--- config.mk ---
export PLATFORM = sky130hd
export DESIGN_NAME = buddy_block_allocator_core
export DESIGN_NICKNAME = d
export VERILOG_FILES = /design/src/sv/bba_pkg.sv /design/src/sv/bba_bitmem.sv /design/src/sv/buddy_block_allocator_core.sv
export SDC_FILE = /design/constraint.sdc
export NUM_CORES = 2
export LEC_CHECK = 0
export BUFFER_PORTS_ARGS = -buffer_cell sky130_fd_sc_hd__buf_4
export CORE_ASPECT_RATIO = 2
export CORE_UTILIZATION = 55
export DETAILED_ROUTE_END_ITERATION = 16
export GPL_ROUTABILITY_DRIVEN = 0
export PLACE_DENSITY_LB_ADDON = 0.05
export SLEW_MARGIN = 10
export SYNTH_ARGS = -nofsm -noshare
export SYNTH_HDL_FRONTEND = slang
export SYNTH_SLANG_ARGS = --single-unit
--- constraint.sdc ---
create_clock -name clock -period 12.9 [get_ports clock]
set_clock_uncertainty 0.2 [all_clocks]
set_input_delay 0.645 -clock clock [delete_from_list [all_inputs] [get_ports clock]]
set_output_delay 0.645 -clock clock [all_outputs]
set_load 0.1 [all_outputs]
--- src/sv/bba_pkg.sv ---
// ----------------------------------------------------------------------------
// bba_pkg: shared constants and helpers of the buddy block allocator
// Tree geometry, field widths, result codes and heap-order node numbering.
// ----------------------------------------------------------------------------
`default_nettype none

package bba_pkg;

   localparam int LEVELS    = 8;
   localparam int LVL_W     = $clog2(LEVELS + 1);
   localparam int POS_W     = (LEVELS > 1) ? LEVELS - 1 : 1;
   localparam int NODE_W    = LEVELS;
   localparam int NODE_LAST = (1 << LEVELS) - 2;
   localparam int MIN_W     = 16;
   localparam int SIZE_W    = 24;
   localparam int OFF_IN_W  = 24;
   localparam int OFF_OUT_W = 23;
   localparam int STAT_W    = 2;
   localparam int ACC_W     = MIN_W + POS_W;
   localparam int CMP_W     = 32;
   localparam int PROD_W    = MIN_W + POS_W + LEVELS;

   localparam logic [MIN_W-1:0] MIN_RESET = MIN_W'(16);

   localparam logic [STAT_W-1:0] ST_DONE     = 2'd0;
   localparam logic [STAT_W-1:0] ST_NOFIT    = 2'd1;
   localparam logic [STAT_W-1:0] ST_ZERO     = 2'd2;
   localparam logic [STAT_W-1:0] ST_FREE_IGN = 2'd3;

   localparam logic MODE_ALLOC = 1'b0;
   localparam logic MODE_FREE  = 1'b1;

   typedef logic [NODE_W-1:0] node_type;

   // heap order: node (2^level - 1 + pos)
   function automatic node_type node_id(input logic [LVL_W-1:0] lvl,
                                        input logic [POS_W-1:0] pos);
      node_id = (node_type'(1) << lvl) - node_type'(1) + node_type'(pos);
   endfunction

endpackage

`default_nettype wire

--- src/sv/bba_bitmem.sv ---
// ----------------------------------------------------------------------------
// bba_bitmem: one-bit-wide tree memory
// One write port and one read port, read data registered.
// ----------------------------------------------------------------------------
`default_nettype none

module bba_bitmem (
   input  wire logic                   clock,
   input  wire logic                   wr_en,
   input  wire logic [bba_pkg::NODE_W-1:0] wr_addr,
   input  wire logic                   wr_data,
   input  wire logic [bba_pkg::NODE_W-1:0] rd_addr,
   output logic                        rd_data
);
   import bba_pkg::*;

   logic mem [0:(1 << NODE_W) - 1];

   always_ff @(posedge clock) begin
      if (wr_en) begin
         mem[wr_addr] <= wr_data;
      end
      rd_data <= mem[rd_addr];
   end

endmodule

`default_nettype wire

--- src/sv/buddy_block_allocator_core.sv ---
// ----------------------------------------------------------------------------
// buddy_block_allocator_core: binary buddy allocator over an occupancy tree
// Allocates power-of-two runs of minimum blocks and frees them by offset.
//
//   channel  | handshake              | payload
//   request  | start / busy           | req_mode, req_request_size,
//            |                        | req_block_offset
//   response | rsp_valid (one cycle)  | rsp_granted_offset, rsp_status
//   config   | csr_wr_en              | csr_wr_data (min block bytes)
//
// An item is taken when start is high and busy low; busy stays high until
// its result strobe. A zero-size allocate is answered from idle without
// raising busy. Allocate: up to 8 size steps, then a scan of the nodes
// of the fitting level, a subtree fill and an ancestor walk. Free: up to
// 128 offset match steps, level probes, then subtree and ancestor walk.
// The tree memories, each with one write and one read port, set the pace.
// After reset a clearing pass over every tree node runs with busy high.
// The receiver cannot stall: each result is shown for exactly one cycle.
// ----------------------------------------------------------------------------
`default_nettype none

module buddy_block_allocator_core (
   input  wire logic                           clock,
   input  wire logic                           reset,
   input  wire logic                           start,
   output logic                                busy,
   input  wire logic                           req_mode,
   input  wire logic [bba_pkg::SIZE_W-1:0]     req_request_size,
   input  wire logic [bba_pkg::OFF_IN_W-1:0]   req_block_offset,
   output logic                                rsp_valid,
   output logic [bba_pkg::OFF_OUT_W-1:0]       rsp_granted_offset,
   output logic [bba_pkg::STAT_W-1:0]          rsp_status,
   input  wire logic                           csr_wr_en,
   input  wire logic [bba_pkg::MIN_W-1:0]      csr_wr_data
);
   import bba_pkg::*;

   localparam logic [3:0] S_CLEAR = 4'd0;
   localparam logic [3:0] S_IDLE  = 4'd1;
   localparam logic [3:0] S_SIZE  = 4'd2;
   localparam logic [3:0] S_SCAN  = 4'd3;
   localparam logic [3:0] S_SCANC = 4'd4;
   localparam logic [3:0] S_SUB   = 4'd5;
   localparam logic [3:0] S_ANC   = 4'd6;
   localparam logic [3:0] S_MARK  = 4'd7;
   localparam logic [3:0] S_QSCAN = 4'd8;
   localparam logic [3:0] S_FLVL  = 4'd9;
   localparam logic [3:0] S_FCHK  = 4'd10;
   localparam logic [3:0] S_CA    = 4'd11;
   localparam logic [3:0] S_CAR   = 4'd12;
   localparam logic [3:0] S_CAC   = 4'd13;

   localparam logic [LVL_W-1:0] LVL_LAST = LVL_W'(LEVELS - 1);

   logic [3:0]           state_ff, state_in;
   logic [MIN_W-1:0]     min_ff;
   logic                 mode_ff, mode_in;
   logic [SIZE_W-1:0]    size_ff, size_in;
   logic [OFF_IN_W-1:0]  off_ff, off_in;
   logic [LVL_W-1:0]     e_ff, e_in;
   logic [LVL_W-1:0]     lvl_ff, lvl_in;
   logic [POS_W-1:0]     pos_ff, pos_in;
   logic [LVL_W-1:0]     sub_m_ff, sub_m_in;
   logic [POS_W-1:0]     sub_k_ff, sub_k_in;
   logic                 fill_ff, fill_in;
   logic [LVL_W-1:0]     walk_lvl_ff, walk_lvl_in;
   logic [POS_W-1:0]     walk_pos_ff, walk_pos_in;
   logic [ACC_W-1:0]     acc_ff, acc_in;
   logic [POS_W-1:0]     q_ff, q_in;
   logic                 left_ff, left_in;
   node_type             clr_ff, clr_in;
   logic                 rsp_valid_ff, rsp_valid_in;
   logic [OFF_OUT_W-1:0] rsp_off_ff, rsp_off_in;
   logic [STAT_W-1:0]    rsp_status_ff, rsp_status_in;

   logic                 busy_we, busy_wd, busy_rd;
   logic                 mark_we, mark_wd, mark_rd;
   node_type             busy_wa, mark_wa, rd_addr;

   logic [LVL_W-1:0]     sub_d, free_sh;
   logic [POS_W-1:0]     span_last, scan_last, qpos;
   node_type             sub_addr, parent_addr, left_addr;
   logic [PROD_W-1:0]    prod;

   always_comb begin
      sub_d       = sub_m_ff - lvl_ff;
      span_last   = (POS_W'(1) << sub_d) - POS_W'(1);
      sub_addr    = node_id(sub_m_ff, '0) + (node_type'(pos_ff) << sub_d)
                    + node_type'(sub_k_ff);
      scan_last   = (POS_W'(1) << lvl_ff) - POS_W'(1);
      free_sh     = LVL_LAST - lvl_ff;
      qpos        = q_ff >> free_sh;
      parent_addr = node_id(walk_lvl_ff - LVL_W'(1), walk_pos_ff >> 1);
      left_addr   = node_id(walk_lvl_ff, walk_pos_ff & ~POS_W'(1));
      prod        = PROD_W'(PROD_W'(pos_ff) * PROD_W'(min_ff)) << e_ff;
   end

   always_comb begin
      case (state_ff)
         S_SCAN:  rd_addr = node_id(lvl_ff, pos_ff);
         S_FLVL:  rd_addr = node_id(lvl_ff, qpos);
         S_CA:    rd_addr = left_addr;
         S_CAR:   rd_addr = left_addr + node_type'(1);
         default: rd_addr = '0;
      endcase
   end

   always_comb begin
      state_in      = state_ff;
      mode_in       = mode_ff;
      size_in       = size_ff;
      off_in        = off_ff;
      e_in          = e_ff;
      lvl_in        = lvl_ff;
      pos_in        = pos_ff;
      sub_m_in      = sub_m_ff;
      sub_k_in      = sub_k_ff;
      fill_in       = fill_ff;
      walk_lvl_in   = walk_lvl_ff;
      walk_pos_in   = walk_pos_ff;
      acc_in        = acc_ff;
      q_in          = q_ff;
      left_in       = left_ff;
      clr_in        = clr_ff;
      rsp_valid_in  = 1'b0;
      rsp_off_in    = '0;
      rsp_status_in = ST_DONE;
      busy_we       = 1'b0;
      busy_wa       = '0;
      busy_wd       = 1'b0;
      mark_we       = 1'b0;
      mark_wa       = '0;
      mark_wd       = 1'b0;

      case (state_ff)
         S_CLEAR: begin
            busy_we = 1'b1;
            busy_wa = clr_ff;
            mark_we = 1'b1;
            mark_wa = clr_ff;
            if (clr_ff == node_type'(NODE_LAST)) begin
               state_in = S_IDLE;
            end else begin
               clr_in = clr_ff + node_type'(1);
            end
         end
         S_IDLE: begin
            if (start) begin
               mode_in = req_mode;
               size_in = req_request_size;
               off_in  = req_block_offset;
               e_in    = '0;
               acc_in  = '0;
               q_in    = '0;
               if (req_mode == MODE_FREE) begin
                  state_in = S_QSCAN;
               end else if (req_request_size == '0) begin
                  rsp_valid_in  = 1'b1;
                  rsp_status_in = ST_ZERO;
               end else begin
                  state_in = S_SIZE;
               end
            end
         end
         // smallest e with size <= min_block << e
         S_SIZE: begin
            if (CMP_W'(size_ff) <= (CMP_W'(min_ff) << e_ff)) begin
               lvl_in   = LVL_LAST - e_ff;
               pos_in   = '0;
               state_in = S_SCAN;
            end else if (e_ff == LVL_LAST) begin
               rsp_valid_in  = 1'b1;
               rsp_status_in = ST_NOFIT;
               state_in      = S_IDLE;
            end else begin
               e_in = e_ff + LVL_W'(1);
            end
         end
         S_SCAN: begin
            state_in = S_SCANC;
         end
         S_SCANC: begin
            if (!busy_rd) begin
               sub_m_in    = lvl_ff;
               sub_k_in    = '0;
               fill_in     = 1'b1;
               walk_lvl_in = lvl_ff;
               walk_pos_in = pos_ff;
               state_in    = S_SUB;
            end else if (pos_ff == scan_last) begin
               rsp_valid_in  = 1'b1;
               rsp_status_in = ST_NOFIT;
               state_in      = S_IDLE;
            end else begin
               pos_in   = pos_ff + POS_W'(1);
               state_in = S_SCAN;
            end
         end
         S_SUB: begin
            busy_we = 1'b1;
            busy_wa = sub_addr;
            busy_wd = fill_ff;
            if (sub_k_ff == span_last) begin
               sub_k_in = '0;
               if (sub_m_ff == LVL_LAST) begin
                  state_in = (mode_ff == MODE_FREE) ? S_CA : S_ANC;
               end else begin
                  sub_m_in = sub_m_ff + LVL_W'(1);
               end
            end else begin
               sub_k_in = sub_k_ff + POS_W'(1);
            end
         end
         S_ANC: begin
            if (walk_lvl_ff == '0) begin
               state_in = S_MARK;
            end else begin
               busy_we     = 1'b1;
               busy_wa     = parent_addr;
               busy_wd     = 1'b1;
               walk_lvl_in = walk_lvl_ff - LVL_W'(1);
               walk_pos_in = walk_pos_ff >> 1;
            end
         end
         S_MARK: begin
            mark_we       = 1'b1;
            mark_wa       = node_id(lvl_ff, pos_ff);
            mark_wd       = 1'b1;
            rsp_valid_in  = 1'b1;
            rsp_off_in    = prod[OFF_OUT_W-1:0];
            rsp_status_in = ST_DONE;
            state_in      = S_IDLE;
         end
         // find q with q * min_block == offset
         S_QSCAN: begin
            if (CMP_W'(acc_ff) == CMP_W'(off_ff)) begin
               lvl_in   = '0;
               state_in = S_FLVL;
            end else if (q_ff == '1) begin
               rsp_valid_in  = 1'b1;
               rsp_status_in = ST_FREE_IGN;
               state_in      = S_IDLE;
            end else begin
               acc_in = acc_ff + ACC_W'(min_ff);
               q_in   = q_ff + POS_W'(1);
            end
         end
         S_FLVL: begin
            if ((qpos << free_sh) == q_ff) begin
               state_in = S_FCHK;
            end else begin
               lvl_in = lvl_ff + LVL_W'(1);
            end
         end
         S_FCHK: begin
            if (mark_rd) begin
               mark_we     = 1'b1;
               mark_wa     = node_id(lvl_ff, qpos);
               mark_wd     = 1'b0;
               pos_in      = qpos;
               sub_m_in    = lvl_ff;
               sub_k_in    = '0;
               fill_in     = 1'b0;
               walk_lvl_in = lvl_ff;
               walk_pos_in = qpos;
               state_in    = S_SUB;
            end else if (lvl_ff == LVL_LAST) begin
               rsp_valid_in  = 1'b1;
               rsp_status_in = ST_FREE_IGN;
               state_in      = S_IDLE;
            end else begin
               lvl_in   = lvl_ff + LVL_W'(1);
               state_in = S_FLVL;
            end
         end
         S_CA: begin
            if (walk_lvl_ff == '0) begin
               rsp_valid_in  = 1'b1;
               rsp_status_in = ST_DONE;
               state_in      = S_IDLE;
            end else begin
               state_in = S_CAR;
            end
         end
         S_CAR: begin
            left_in  = busy_rd;
            state_in = S_CAC;
         end
         // parent cleared only while both children are free
         S_CAC: begin
            if (left_ff || busy_rd) begin
               rsp_valid_in  = 1'b1;
               rsp_status_in = ST_DONE;
               state_in      = S_IDLE;
            end else begin
               busy_we     = 1'b1;
               busy_wa     = parent_addr;
               busy_wd     = 1'b0;
               walk_lvl_in = walk_lvl_ff - LVL_W'(1);
               walk_pos_in = walk_pos_ff >> 1;
               state_in    = S_CA;
            end
         end
         default: begin
            state_in = S_IDLE;
         end
      endcase
   end

   always_ff @(posedge clock) begin
      if (reset) begin
         state_ff     <= S_CLEAR;
         clr_ff       <= '0;
         min_ff       <= MIN_RESET;
         rsp_valid_ff <= 1'b0;
      end else begin
         state_ff     <= state_in;
         clr_ff       <= clr_in;
         rsp_valid_ff <= rsp_valid_in;
         if (csr_wr_en) begin
            min_ff <= (csr_wr_data == '0) ? MIN_W'(1) : csr_wr_data;
         end
      end
   end

   always_ff @(posedge clock) begin
      mode_ff       <= mode_in;
      size_ff       <= size_in;
      off_ff        <= off_in;
      e_ff          <= e_in;
      lvl_ff        <= lvl_in;
      pos_ff        <= pos_in;
      sub_m_ff      <= sub_m_in;
      sub_k_ff      <= sub_k_in;
      fill_ff       <= fill_in;
      walk_lvl_ff   <= walk_lvl_in;
      walk_pos_ff   <= walk_pos_in;
      acc_ff        <= acc_in;
      q_ff          <= q_in;
      left_ff       <= left_in;
      rsp_off_ff    <= rsp_off_in;
      rsp_status_ff <= rsp_status_in;
   end

   bba_bitmem u_busy_mem (
      .clock   (clock),
      .wr_en   (busy_we),
      .wr_addr (busy_wa),
      .wr_data (busy_wd),
      .rd_addr (rd_addr),
      .rd_data (busy_rd)
   );

   bba_bitmem u_mark_mem (
      .clock   (clock),
      .wr_en   (mark_we),
      .wr_addr (mark_wa),
      .wr_data (mark_wd),
      .rd_addr (rd_addr),
      .rd_data (mark_rd)
   );

   assign busy               = (state_ff != S_IDLE);
   assign rsp_valid          = rsp_valid_ff;
   assign rsp_granted_offset = rsp_off_ff;
   assign rsp_status         = rsp_status_ff;

endmodule

`default_nettype wire

Yosys cells after proc, flatten, opt, wreduce, memory -nomap -nowiden
Memories as Yosys holds them, arrays and structs flattened. A register that Yosys moved wholly into a read port is not among the register bits.
Cells that the tools add are included.
{ "word_totals": {"output_inout_bits": 27, "inputBits": 69, "register_bits": 172, "elab_cells": 240, "mem_bits_rw": 512, "memories": 2} }
{ "classes": {"magnitude_cmp": 1, "n_bitwise": 1, "shifts": 11, "reduce_logical": 25, "add_sub_neg": 25, "mux": 106, "multipliers": 1, "eq_ne": 48} }
{ "mem_list": {"columns": ["name", "depth", "width", "read_ports", "rd_ports_with_merged_regs", "write_ports", "line", "text"], "rows": [
  ["u_busy_mem.mem", 256, 1, 1, 1, 1, "bba_bitmem.sv:17", "logic mem [0:(1 << NODE_W) - 1];"],
  ["u_mark_mem.mem", 256, 1, 1, 1, 1, "bba_bitmem.sv:17", null]
]} }
{ "ops": {"columns": ["op", "count"], "rows": [
  ["4-bit two-way mux", 31],
  ["7-bit two-way mux", 13],
  ["23-bit two-way mux", 3],
  ["8-bit case mux with 4 select lines", 2],
  ["4-bit case mux with 13 select lines", 1],
  ["23-bit case mux with 2 select lines", 1],
  ["7-bit case mux with 3 select lines", 2],
  ["2-bit inequality test (second input constant)", 20],
  ["8-bit by 7-bit adder with 8-bit output", 4],
  ["24-bit by 32-bit less-or-equal comparator with 1-bit output", 1],
  ["4-bit case mux with 4 select lines", 2],
  ["1-bit by 4-bit << shifter with 8-bit output (first input constant)", 4],
  ["16-bit by 4-bit << shifter with 32-bit output", 1],
  ["8-bit by 1-bit subtractor with 8-bit output (second input constant)", 4],
  ["4-bit by 3-bit equality test with 1-bit output (second input constant)", 7],
  ["7-bit case mux with 4 select lines", 1],
  ["1-bit two-way mux", 27],
  ["23-bit by 24-bit equality test with 1-bit output", 1],
  ["4-bit equality test (second input constant)", 6],
  ["24-bit logical NOT", 1],
  ["8-bit two-way mux", 3],
  ["8-bit case mux with 3 select lines", 1],
  ["23-bit by 16-bit adder with 23-bit output", 1],
  ["7-bit by 16-bit multiplier with 23-bit output", 1],
  ["46 further kinds", 80]
]} }

Depth between registers and ports, before layout
{ "depth": {"ltp_word": 6, "depth_mapped": 24} }

By module
A second synthesis with hierarchy kept.
{ "unflattened": {"hier_cells": 3623, "area_unflattened_um2": 39913.3} }
{ "modules_own_cells": {"columns": ["mod", "area_each_um2", "cells_per_inst", "n_inst"], "rows": [
  ["bba_bitmem", 11128.2, 788, 2],
  ["buddy_block_allocator_core", 17656.9, 2047, 1]
]} }

Least setup slack after synthesis
Ideal clock, no wire load.
{ "synth_timing": {"path_kind": "flip-flop to flip-flop", "from": "register state_ff[1]", "to": "memory u_busy_mem.mem[0] (data pin)", "arrival_time_ns": 10.799, "setup_time_ns": 2.096, "path_slack_ns": -0.195, "period_less_slack_ns": 13.095, "n_path_buf": 3, "path_stages_with_launch": 7, "path_cell_list": "dfxtp_1 > buf_2 > buf_2 > clkbuf_1 > nor2b_1 > a22oi_1 > nor3_1"} }
{ "synth_between": {"elab_chain_cells": 2} }
{ "synth_lines": {"columns": ["item", "line", "text"], "rows": [
  ["start: declaration", "buddy_block_allocator_core.sv:55", "logic [3:0] state_ff, state_in;"],
  ["start signal: assignment", "buddy_block_allocator_core.sv:317", "state_ff <= state_in;"],
  ["4-bit by 3-bit equality test with 1-bit output", "buddy_block_allocator_core.sv:135", "case (state_ff)"],
  ["1-bit case mux with 2 select lines *", "buddy_block_allocator_core.sv:135", null],
  ["via busy_wd", "buddy_block_allocator_core.sv:76", "logic busy_we, busy_wd, busy_rd;"],
  ["end: declaration", "bba_bitmem.sv:17", null]
]} }
The timed path passes the listed nets; every way through them passes the cells marked *.

Final worst setup path
{ "layout_timing": {"from": "register lvl_ff[0]", "to": "memory u_busy_mem.mem[89], enable pin"} }
{ "layout_between": {"elab_chain_cells": 5} }
{ "layout_lines": {"columns": ["item", "line", "text"], "rows": [
  ["start: declaration", "buddy_block_allocator_core.sv:61", "logic [LVL_W-1:0] lvl_ff, lvl_in;"],
  ["start signal: assignment", "buddy_block_allocator_core.sv:331", "lvl_ff <= lvl_in;"],
  ["4-bit subtractor", "buddy_block_allocator_core.sv:86", "sub_d = sub_m_ff - lvl_ff;"],
  ["7-bit by 4-bit << shifter with 8-bit output", "buddy_block_allocator_core.sv:88", "sub_addr = node_id(sub_m_ff, '0) + (node_type'(pos_ff) << sub_d)"],
  ["8-bit adder", "buddy_block_allocator_core.sv:88", null],
  ["8-bit by 7-bit adder with 8-bit output", "buddy_block_allocator_core.sv:89", "+ node_type'(sub_k_ff);"],
  ["8-bit case mux with 4 select lines", "buddy_block_allocator_core.sv:135", null]
]} }
Every way passes these cells.

==> reports/qor.txt <==
Status -> finished, final reports clean
Commonest non-fill, non-tap cell in the layout -> nor2_1
Slew Viols, Final -> 0
Sw Pwr -> 0.00330 W
Slowest CP cell -> edfxtp_1
Via/cell ratio -> 6.12
Min-delay src -> req_mode
Core area -> 72900 um^2
Layout cells sized above 1 -> 0.0797
Reg2Reg Launch Point -> lvl_ff[0]
Register area -> 20000 um^2
Syn-to-layout area delta -> 9.24%
Achievable frequency -> 0.145 GHz
Critical path cell sequence -> ha_1 -> inv_1 -> fa_1 -> xnor2_1 -> nand3_1 -> or3_1 -> fa_1 -> inv_1 -> ha_1 -> fa_1 -> a21o_1 -> a21oi_1 -> xnor2_1 -> a22oi_1 -> nand2_1 -> a21oi_1 -> nand2_1 -> nor2_1
Initial antenna violation count -> 2
Critical path origin -> lvl_ff[0]
Combinational power share -> 0.425
Final setup TNS -> 0 ns
Detailed-route via count -> 31.3k
Final Cycle Share -> 0.536
Worst path required time -> 13.06 ns
# IOs -> 96
Most frequent cells in the layout -> 852 x nor2_1, 629 x edfxtp_1, 572 x nand2_1
Largest net degree at the start of global routing -> 120
IO Port Bufs -> 95
Hold Slack -> 0.0441 ns
Global-route wire length before repair -> 185 mm
Share of power burned in registers -> 0.335
DP Area -> 41700 um^2
Crit path buf inv count -> 2
Initial DRC count -> 2278
Vias in the first global route -> 31.5k
Clock Tree Root -> clkbuf_16
Final Hold Vio Count -> 0
Die footprint -> 74800 um^2
CTS tree -> done
Synth warn -> 0
Initial Util -> 0.556
Antenna cells -> 0
Chip height -> 386 um
Post-synth EDFFs -> 629
Pwr dens -> 184 nW/um^2
CP startpoint kind -> flip-flop
Sink Count -> 685
Total power draw -> 0.00814 W
CTS buffer count -> 60
Sw Ratio -> 0.406
Register bit total from synthesis -> 685
Mean Syn Cell Area -> 9.76 um^2
Seq/Total Area, Yosys -> 0.494
Crit path capture type -> flip-flop
Chip Width -> 194 um
DP HPWL -> 88.7 mm
# setup viols final -> 0
Worst Path Max Fanout -> 21
Filler cell count -> 6370
Clock transition at path regs -> 0.07 ns
Final min period -> 6.91 ns
Number of max-cap violations -> 0
Final ANT Viol Nets -> 0
Routed Wire Length -> 125 mm
Leakage -> 16.3 nW
H-tree depth -> 2
CP delay by family, top -> adder cells
Most used cell, CP -> fa_1
Hold crit path type -> in2reg
Async S/R FF share, synth -> 0
Clock latency on the worst-skew pair -> 0.67 ns
Row cnt -> 140
Dominant synthesized flop cell -> edfxtp_1
Number of detailed-route iterations in the first pass -> 5
Grt total ovfl -> 0
Syn Nets -> 4467
Unrepaired setup endpoints after global routing -> no
Final-stage net count -> 4462
Yosys cell types -> 99
Arr. time, crit path -> 7.07 ns
Internal -> 0.00484 W
Post-Syn Area -> 40500 um^2
Peak supply drop -> 0.130 mV
Critical Path Max Stage Delay -> 0.81 ns
Clk network pwr share -> 0.240
Wire per inst -> 24.5 um
Clock Tree Buf Depth -> 3
Worst Max-Slew Pin Slew -> 1.27 ns
WS Path Type -> reg2reg
Cells after Synth -> 4154
DR DRC count -> 0
Multi-input logic area -> 18700 um^2
Finished Cell Area -> 44300 um^2
Max-slew headroom -> 0.144
Total GRT Usage -> 0.334
worst reg2reg max path, delay by kind of cell (launching register included):
| family | cells | cell delay (ns) |
|---|---|---|
| AO/OA/AOI/OAI | 4 | 1.35 |
| XOR/XNOR | 2 | 0.73 |
| adder cells (fa/ha/maj) | 5 | 1.79 |
| buffers and inverters | 2 | 0.10 |
| flip-flops | 1 | 0.81 |
| AND/OR/NAND/NOR | 5 | 1.62 |
state kept, by name, summed over array words and instances, names as in the netlist, 6 cells and up:
signal	count
pos_ff	7
acc_ff	23
clr_ff	8
u_busy_mem.mem	256
u_mark_mem.mem	256
sub_k_ff	7
q_ff	7
off_ff	24
min_ff	16
rsp_granted_offset	23
size_ff	24
walk_pos_ff	6
power groups by stage:
stage / Clock (W) / Combinational [W] / Sequential [W]
final: 0.00196 / 0.00346 / 0.00273
after global routing: 0.00205 / 0.00374 / 0.00273
after CTS: 0.00198 / 0.00340 / 0.00272
after detailed placement: 0 / 0.00337 / 0.00277
after global placement: 0 / 0.00335 / 0.00277
after floorplan: 0 / 0.00240 / 0.00269
metrics by stage:
stage          setup slack (ns)  cells   util
2_1_floorplan              4.79   4154      -
3_3_place_gp               6.12   4961  0.572
3_5_place_dp               6.04   4961  0.572
4_1_cts                    6.02   5124  0.608
5_1_grt                    5.63   5124  0.608
6_report                   5.99   5124  0.608
path summary, 6_finish.rpt:
kind                                      endpoint  slack [ns]  cells past startpoint
worst max register to register  u_busy_mem.mem[89]        5.99                     18
worst min-delay path                       mode_ff        0.04                      1
worst min register to register           clr_ff[6]        0.35                      2
worst max-delay path            u_busy_mem.mem[89]        5.99                     18
logic make-up after synthesis:
family,synth area share
AO/OA/AOI/OAI,0.0984
adder cells (fa/ha/maj),0.0905
multiplexers,0.0385
buffers and inverters,0.0466
XOR/XNOR,0.0260
AND/OR/NAND/NOR,0.206
flip-flops,0.494
final cells by class:
type,count,share of cell area
Inverter,173,0.0149
Tap cell,923,0.0261
Sequential cell,685,0.452
Clock inverter,40,0.0112
Multi-Input combinational cell,3031,0.422
Timing Repair Buffer,198,0.0366
Clock buffer,74,0.0369
timing repair:
item | in CTS | in global routing
endpoints found under the setup margin | 0 | 0
hold buffers | 49 | 0
endpoints found under the hold margin | 49 | 0
buffers inserted | 0 | 0
gates resized for setup | 0 | 0
synthesized netlist by cell type (all sizes together), types with 6 or more instances:
library cell  number  area share
nor4              17      0.0026
xnor2             69       0.015
o211ai            20      0.0038
a22oi             20      0.0042
or3               14      0.0022
clkbuf           161       0.015
nor3              58      0.0073
a31oi             63      0.0097
nand2            575       0.053
nand2b            21      0.0032
nand4             24      0.0037
mux2              45       0.013
a32oi             10      0.0022
o221ai            12      0.0027
or2                7      0.0011
a21oi            123       0.015
nor2b             25      0.0039
a211oi            35      0.0066
o21ai            115       0.014
nor2             854       0.079
ha               162       0.050
nor3b              7      0.0013
dfxtp             56       0.028
nand3            143       0.018
inv              169       0.016
edfxtp           629        0.47
o21a              10      0.0019
a21o              29      0.0054
o22ai             31      0.0048
o32ai              7      0.0015
o21bai             6      0.0011
fa                82       0.041
a311oi            29      0.0063
xor2              48       0.011
buf              104       0.016
and2             105       0.016
mux2i             94       0.023
a2111oi            7      0.0020
and3              68       0.011
a221oi            12      0.0031
layer usage:
| layer | global-route usage | part of all wire | routed length, um | vias to the layer above |
|---|---|---|---|---|
| met1 | 0.296 | 0.31 | 38500 | 15300 |
| met4 | 0.289 | 0.098 | 12200 | 2 |
| li1 | - | - | - | 14500 |
| met5 | 0 | 0.00010 | 13 | - |
| met2 | 0.652 | 0.54 | 68100 | 1095 |
| met3 | 0.0469 | 0.052 | 6520 | 458 |
No activity file was read; power rests on OpenSTA's default activity.
